File: src/rtl/bubm_pkg.sv
// shared types and constants for the block usage bitmap marker
// no dependencies
package bubm_pkg;

   localparam int unsigned BLOCK_W = 32;
   localparam int unsigned WIDX_W = 12;
   localparam int unsigned WORD_W = 32;
   localparam int unsigned BIT_W = 5;
   localparam int unsigned CSR_IDX_W = 2;
   localparam int unsigned BOOT_W = 8;

   localparam logic [1:0] CMD_CLEAR = 2'd0;
   localparam logic [1:0] CMD_MARK = 2'd1;
   localparam logic [1:0] CMD_READ = 2'd2;

   localparam logic [1:0] STAT_OK = 2'd0;
   localparam logic [1:0] STAT_RANGE = 2'd1;
   localparam logic [1:0] STAT_IN_USE = 2'd2;

   localparam logic [CSR_IDX_W-1:0] CSR_FIRST_BLOCK = 2'd0;
   localparam logic [CSR_IDX_W-1:0] CSR_BLOCK_COUNT = 2'd1;
   localparam logic [CSR_IDX_W-1:0] CSR_BOOT_OFFSET = 2'd2;

   localparam logic [BLOCK_W-1:0] FIRST_BLOCK_RST = 32'd2;
   localparam logic [BLOCK_W-1:0] BLOCK_COUNT_RST = 32'd1760;
   localparam logic [BOOT_W-1:0] BOOT_OFFSET_RST = 8'd2;

   typedef struct packed {
      logic [BLOCK_W-1:0] first_block;
      logic [BLOCK_W-1:0] block_count;
      logic [BOOT_W-1:0]  boot_offset;
   } cfg_type;

   typedef enum logic [2:0] {
      S_INIT,
      S_IDLE,
      S_DECODE,
      S_SWEEP,
      S_LOOKUP
   } state_type;

endpackage

File: src/rtl/bubm_ctrl.sv
// request sequencer: decode, read-modify-write of the bitmap, fill sweeps
// uses bubm_pkg; drives the port of bubm_map_mem
module bubm_ctrl #(
   parameter int unsigned MAP_WORDS = 4096,
   parameter int unsigned AW = 12
) (
   input  logic                          clock,
   input  logic                          reset,
   input  bubm_pkg::cfg_type             cfg,
   input  logic                          req_valid,
   output logic                          req_ready,
   input  logic [1:0]                    req_command,
   input  logic [bubm_pkg::BLOCK_W-1:0]  req_block_number,
   input  logic [bubm_pkg::WIDX_W-1:0]   req_word_index,
   output logic                          rsp_valid,
   input  logic                          rsp_ready,
   output logic [1:0]                    rsp_status,
   output logic [bubm_pkg::WORD_W-1:0]   rsp_word_data,
   output logic                          mem_wr_en,
   output logic [AW-1:0]                 mem_wr_addr,
   output logic [bubm_pkg::WORD_W-1:0]   mem_wr_data,
   output logic [AW-1:0]                 mem_rd_addr,
   input  logic [bubm_pkg::WORD_W-1:0]   mem_rd_data
);

   localparam logic [AW-1:0] LAST_ADDR = AW'(MAP_WORDS - 1);
   localparam logic [31:0] DEPTH32 = 32'(MAP_WORDS);

   bubm_pkg::state_type state_ff, state_in;
   logic [AW-1:0] sweep_ff, sweep_in;
   logic [1:0] cmd_ff, cmd_in;
   logic [bubm_pkg::BLOCK_W-1:0] blk_ff, blk_in;
   logic [bubm_pkg::WIDX_W-1:0] widx_ff, widx_in;
   logic range_ff, range_in;
   logic [bubm_pkg::BIT_W-1:0] bit_ff, bit_in;
   logic [AW-1:0] addr_ff, addr_in;
   logic rsp_valid_ff, rsp_valid_in;
   logic [1:0] rsp_status_ff, rsp_status_in;
   logic [bubm_pkg::WORD_W-1:0] rsp_data_ff, rsp_data_in;

   logic [31:0] bit_index;
   logic [31:0] word_num;
   logic [31:0] widx32;
   logic out_free;
   logic [bubm_pkg::WORD_W-1:0] mask;

   always_ff @(posedge clock) begin
      if (reset) begin
         state_ff <= bubm_pkg::S_INIT;
         sweep_ff <= '0;
         rsp_valid_ff <= 1'b0;
      end else begin
         state_ff <= state_in;
         sweep_ff <= sweep_in;
         rsp_valid_ff <= rsp_valid_in;
      end
   end

   always_ff @(posedge clock) begin
      cmd_ff <= cmd_in;
      blk_ff <= blk_in;
      widx_ff <= widx_in;
      range_ff <= range_in;
      bit_ff <= bit_in;
      addr_ff <= addr_in;
      rsp_status_ff <= rsp_status_in;
      rsp_data_ff <= rsp_data_in;
   end

   always_comb begin
      bit_index = blk_ff - {24'd0, cfg.boot_offset};
      word_num = {5'd0, bit_index[31:5]};
      widx32 = {20'd0, widx_ff};
      out_free = !rsp_valid_ff || rsp_ready;
      mask = bubm_pkg::WORD_W'(1) << bit_ff;

      state_in = state_ff;
      sweep_in = sweep_ff;
      cmd_in = cmd_ff;
      blk_in = blk_ff;
      widx_in = widx_ff;
      range_in = range_ff;
      bit_in = bit_ff;
      addr_in = addr_ff;
      rsp_valid_in = rsp_valid_ff && !rsp_ready;
      rsp_status_in = rsp_status_ff;
      rsp_data_in = rsp_data_ff;
      req_ready = 1'b0;
      mem_wr_en = 1'b0;
      mem_wr_addr = addr_ff;
      mem_wr_data = mem_rd_data;
      mem_rd_addr = addr_ff;

      unique case (state_ff)
         bubm_pkg::S_INIT, bubm_pkg::S_SWEEP: begin
            mem_wr_en = 1'b1;
            mem_wr_addr = sweep_ff;
            mem_wr_data = '1;
            sweep_in = sweep_ff + AW'(1);
            if (sweep_ff == LAST_ADDR) begin
               sweep_in = '0;
               state_in = (state_ff == bubm_pkg::S_INIT) ? bubm_pkg::S_IDLE
                                                         : bubm_pkg::S_LOOKUP;
            end
         end
         bubm_pkg::S_IDLE: begin
            req_ready = 1'b1;
            if (req_valid) begin
               cmd_in = req_command;
               blk_in = req_block_number;
               widx_in = req_word_index;
               state_in = bubm_pkg::S_DECODE;
            end
         end
         bubm_pkg::S_DECODE: begin
            bit_in = bit_index[bubm_pkg::BIT_W-1:0];
            if (cmd_ff == bubm_pkg::CMD_READ) begin
               range_in = widx32 >= DEPTH32;
               addr_in = widx32[AW-1:0];
            end else begin
               range_in = (blk_ff < cfg.first_block) || (blk_ff >= cfg.block_count)
                          || (word_num >= DEPTH32);
               addr_in = word_num[AW-1:0];
            end
            mem_rd_addr = addr_in;
            state_in = (cmd_ff == bubm_pkg::CMD_CLEAR) ? bubm_pkg::S_SWEEP
                                                       : bubm_pkg::S_LOOKUP;
         end
         bubm_pkg::S_LOOKUP: begin
            if (out_free) begin
               rsp_valid_in = 1'b1;
               rsp_status_in = bubm_pkg::STAT_OK;
               rsp_data_in = '0;
               state_in = bubm_pkg::S_IDLE;
               unique case (cmd_ff)
                  bubm_pkg::CMD_MARK: begin
                     if (range_ff) begin
                        rsp_status_in = bubm_pkg::STAT_RANGE;
                     end else if ((mem_rd_data & mask) == '0) begin
                        rsp_status_in = bubm_pkg::STAT_IN_USE;
                     end else begin
                        mem_wr_en = 1'b1;
                        mem_wr_data = mem_rd_data & ~mask;
                     end
                  end
                  bubm_pkg::CMD_READ: begin
                     if (range_ff) begin
                        rsp_status_in = bubm_pkg::STAT_RANGE;
                     end else begin
                        rsp_data_in = mem_rd_data;
                     end
                  end
                  default: begin
                  end
               endcase
            end
         end
         default: begin
            state_in = bubm_pkg::S_INIT;
         end
      endcase
   end

   assign rsp_valid = rsp_valid_ff;
   assign rsp_status = rsp_status_ff;
   assign rsp_word_data = rsp_data_ff;

endmodule

File: config.mk
export PLATFORM = sky130hd
export DESIGN_NAME = bubm_ctrl
export DESIGN_NICKNAME = d
export VERILOG_FILES = /design/src/rtl/bubm_pkg.sv /design/src/rtl/bubm_ctrl.sv
export SDC_FILE = /design/constraint.sdc
export NUM_CORES = 1
export LEC_CHECK = 0
export BUFFER_PORTS_ARGS = -buffer_cell sky130_fd_sc_hd__buf_4
export CORE_MARGIN = 2
export CORE_UTILIZATION = 35
export DETAILED_ROUTE_END_ITERATION = 7
export GPL_ROUTABILITY_DRIVEN = 0
export PLACE_DENSITY_LB_ADDON = 0.2
export SLEW_MARGIN = 20
export SYNTH_ARGS = -nofsm -noshare
export SYNTH_HDL_FRONTEND = slang
export SYNTH_SLANG_ARGS = --single-unit
File: constraint.sdc
create_clock -name clock -period 7.2 [get_ports clock]
set_input_delay 1.08 -clock clock [delete_from_list [all_inputs] [get_ports clock]]
set_output_delay 1.08 -clock clock [all_outputs]
set_load 0.05 [all_outputs]
== Word level (Yosys, flattened, before mapping) ==
Cells that the tools add are included.
Word-level totals
  bits in registers: 114
Operators by class
  shift-type cells: 1
  reduce and logical (&&, ||, !) cells: 14
  bitwise gates (word level): 4
  equality and inequality tests: 10
  add/subtract/negate cells: 2
  order comparisons: 3
  muxes and demuxes: 27
Operators with widths (count)
  $mux 32: 4
  $and 32x32->32: 2
  $pmux 32 s2: 1
  $mux 12: 4
  $ge 32x32->1: 1
  $logic_not 32->1: 1
  $lt 32x32->1: 1
  $not 32->32: 1
  $shl 1x5->32 const A: 1
  $sub 32x8->32: 1
  $ge 27x13->1 const B: 1
  $mux 3: 5
  $add 12x1->12 const B: 1
  $eq 12x12->1 const B: 1
  $pmux 3 s4: 1
  $mux 1: 8
  $eq 3x2->1 const B: 2
  $ne 2x2->1 const B: 3
  $mux 2: 2
  $pmux 2 s2: 1
  $reduce_and 2->1: 2
  $reduce_or 2->1: 2
  $eq 3x1->1 const B: 1
  $eq 3x3->1 const B: 1
  10 further kinds: 13

== Logic depth before layout (Yosys ltp) ==
  depth in word-level cells: 8
  mapped depth: 10
  gate-level depth less buffers: 10

== Least setup slack after synthesis ==
OpenSTA, ideal clock, no wires.
  path kind: input -> output
  start point: input port cfg[0] (netlist bit)
  end point: output port mem_rd_addr[9]
  path buffers: 0
  stages on the path: 9
  path slack: 2121 ps
  arrival: 3999 ps
  path through: ha_1 fa_1 and2b_4 o2111ai_4 a2111oi_4 nor2_1 xor2_1 mux2i_1 o21ai_0
Between the ends
  longest elaborated chain between the ends: 3
Ends and longest elaborated chain
  start, declared: RTL line bubm_ctrl.sv:9  | input bubm_pkg::cfg_type cfg,
  $sub 32x8->32: RTL line bubm_ctrl.sv:71  | bit_index = blk_ff - {24'd0, cfg.boot_offset};
  $mux 12: RTL line bubm_ctrl.sv:117  | if (cmd_ff == bubm_pkg::CMD_READ) begin
  $mux 12
  end, declared: RTL line bubm_ctrl.sv:22  | output logic [AW-1:0] mem_rd_addr,
Every way passes these cells.

== Worst setup path after layout ==
Same ends and word-level chain as after synthesis.

==> flow_metrics.py <==
metrics = {
    "pwr": {
        "p_int_mw": 1.95,
        "pwr-share-seq": 0.266,
        "power_leakage_nw": 4.54,
        "power.total_mw": 3.70,
        "sw_frac_of_total": 0.472,
        "vdd_ir_drop_max_v": 0.000369,
        "powerDensity_mw_per_mm2": 362,
        "clkPwrFrac": 0.226,
        "p_switching_mw": 1.75,
        "combPwrFrac": 0.509,
    },
    "worst_setup_path": {
        "crit_fanout": 8,
        "path_class": "in2out",
        "end_kind": "primary output",
        "required_ns": 6.12,
        "worstPathArrival_ns": 3.80,
        "start_kind": "input port",
    },
    "timing": {
        "finalHoldViolCount": 0,
        "max_freq_ghz": 0.205,
        "grt_setup_unrepaired": "no",
        "tightestPinTransition_ns": 1.00,
        "fin_crit_ns": 4.88,
        "whs_ns": 0.511,
        "setup_slack_ns": 2.32,
        "finalSetupViolations": 0,
        "relSlewSlack": 0.332,
        "slew_viol_final": 0,
        "fin_skew_ns": 0.0125,
        "tns_ns": 0,
        "min_period_over_period": 0.677,
    },
    "finish": {
        "nFillCells": 2000,
        "area_growth_pct": 35.9,
        "antenna_cells": 0,
        "design_area_mm2": 0.0102,
        "utilization": 0.486,
        "multi_input_area_mm2": 0.00393,
        "finalNonFillerCells": 1308,
        "final_cell_mix": "250 x buf_4, 89 x inv_1, 86 x edfxtp_1, 75 x ha_1, 73 x nand2_1",
        "drive_above_1_share": 0.294,
        "register_area_mm2": 0.00314,
        "final_common_cell": "buf_4",
        "finalNetCount": 1250,
    },
    "drt": {
        "ant_nets": 0,
        "drt_iter0_markers": 396,
        "drt-wirelength-per-cell_um": 17.0,
        "routed_wl_um": 22300,
        "drc": 0,
        "detailroute.via_count": 6608,
        "first_pass_iters": 5,
        "drt-vias-per-instance": 5.05,
    },
    "yosys": {
        "syn_inst": 779,
        "synth_seq_cells": 114,
        "synthArstFlopShare": 0,
        "synth_edf_count": 86,
        "synthFlopType": "edfxtp_1",
        "syn_area_mm2": 0.00751,
        "ys_warn_count": 0,
        "yosys.area.top_type_share": 0.344,
        "syn_area_per_cell_um2": 9.65,
        "syn_nets": 1009,
        "ys_seq_area_frac": 0.418,
        "ys_types": 74,
        "yosysTopAreaCell": "edfxtp_1",
        "synthTopCellsByArea": "edfxtp_1 34%, ha_1 12%, dfxtp_1 7.5%, inv_1 4.4%, nand2_1 3.6%",
    },
    "clock_tree": {
        "insertion_delay_ns": 0.42,
        "numCtsBuffers": 17,
        "cts_hold_buf": 0,
        "post_cts_resize_count": 0,
        "clk_path_buf_depth": 2,
        "cts_tree": "built",
        "clkSinkCount": 114,
        "cts_root_buf": "clkbuf_16",
        "clk_pin_slew_worst_paths_ns": 0.05,
        "cts-htree-levels": 4,
        "post-cts-setup-buffer-count": 0,
    },
    "placed_design": {
        "pre_cts_ws_ns": 2.32,
        "port-buffer-count": 246,
        "dpl.cell_count": 1276,
        "dp_hpwl_um": 17300,
        "dpl_cell_area_mm2": 0.00963,
    },
    "hold_path": {
        "hp-class": "reg2reg",
    },
    "global_route": {
        "antenna_found_initial": 0,
        "grt_use_total": 0.199,
        "grt_pass1_wl_um": 34600,
        "grt.overflow.total": 0,
        "grt_max_degree": 48,
        "grt_pass1_vias": 6518,
    },
    "floorplan": {
        "dieHeight_um": 151,
        "fp.dieW_um": 151,
        "initial_utilization": 0.357,
        "rows": 53,
        "core-area_mm2": 0.0210,
        "die_area_mm2": 0.0227,
        "io_pins": 247,
    },
    "run_status": {
        "outcome": "completed",
    },
    "run": {
        "cap_violations": 0,
    },
}
## worst paths after layout
path / end / cells past startpoint / slack (ns) / from
min reg2reg: addr_ff[11]$_DFF_P_ / 1 / 0.51 / addr_ff[11]$_DFF_P_
min: addr_ff[11]$_DFF_P_ / 1 / 0.51 / addr_ff[11]$_DFF_P_
max reg2reg: range_ff$_SDFFCE_PP0N_ / 10 / 4.05 / blk_ff[0]$_DFFE_PP_
max: mem_rd_addr[9] / 11 / 2.32 / cfg[0]
## kinds of logic (layout without fill, tap and decap cells)
family / count (synthesis) / in the layout / synth area share
buffers and inverters: 117 / 371 / 0.0606
DFF: 114 / 114 / 0.418
muxes: 16 / 16 / 0.0233
xor gates and xnor gates: 23 / 23 / 0.0268
AOI/OAI and AO/OA: 161 / 161 / 0.156
and+or+nand+nor: 272 / 272 / 0.188
adders and majority gates: 76 / 76 / 0.128
## state kept, by name (all words and copies together), names as in the netlist
register,flops
bit_ff,5
rsp_word_data,32
addr_ff,12
sweep_ff,12
rsp_status,2
rsp_valid,1
state_ff,3
range_ff,1
blk_ff,32
widx_ff,12
cmd_ff,2
## final cells by class
cell class                      count  area share
Clock inverter                     13      0.0124
Tap cell                          275      0.0337
Sequential cell                   114       0.308
Inverter                           89      0.0327
Timing Repair Buffer              250       0.184
Multi-Input combinational cell    548       0.385
Clock buffer                       19      0.0445
## power by group through the flow
stage | Combinational, mW | Clock (mW) | Sequential [mW]
2_1_floorplan | 1.19 | 0 | 1.11
3_3_place_gp | 1.89 | 0 | 0.995
3_5_place_dp | 1.89 | 0 | 0.998
4_1_cts | 1.89 | 0.854 | 0.984
5_1_grt | 2.02 | 0.882 | 1.00
6_report | 1.88 | 0.834 | 0.984
## worst max-delay path, cell delays in order
cell and delay, ns:
buf_4 0.11, ha_1 0.21, fa_1 0.40, and2b_4 0.29, o2111ai_4 0.14, a2111oi_4 0.61, nor2_1 0.11, xor2_1 0.16
mux2i_1 0.08, o21ai_0 0.32, buf_4 0.27
## synth_stat cells, types with 7 or more instances
| master | count |
|---|---|
| inv_1 | 89 |
| edfxtp_1 | 86 |
| ha_1 | 75 |
| nand2_1 | 73 |
| nor2_1 | 48 |
| and2_1 | 33 |
| a21oi_1 | 32 |
| o21ai_0 | 31 |
| dfxtp_1 | 28 |
| o22a_1 | 24 |
| clkbuf_1 | 19 |
| nor3_1 | 19 |
| nand3_1 | 18 |
| nand4_1 | 16 |
| or3_1 | 14 |
| xnor2_1 | 14 |
| mux2i_1 | 13 |
| a211oi_1 | 9 |
| a21o_1 | 9 |
| nand2b_1 | 9 |
| xor2_1 | 9 |
| nand3b_1 | 8 |
| nor2b_1 | 8 |
| a31oi_1 | 7 |
| buf_2 | 7 |
| o21a_1 | 7 |
## layer usage
| layer | part of all wire | track usage | vias up |
|---|---|---|---|
| li1 | - | - | 3305 |
| met1 | 0.43 | 0.261 | 3017 |
| met2 | 0.47 | 0.323 | 252 |
| met3 | 0.076 | 0.0445 | 34 |
| met4 | 0.023 | 0.0712 | 0 |
| met5 | 0 | 0 | - |
(Power assumes the default switching activity.)
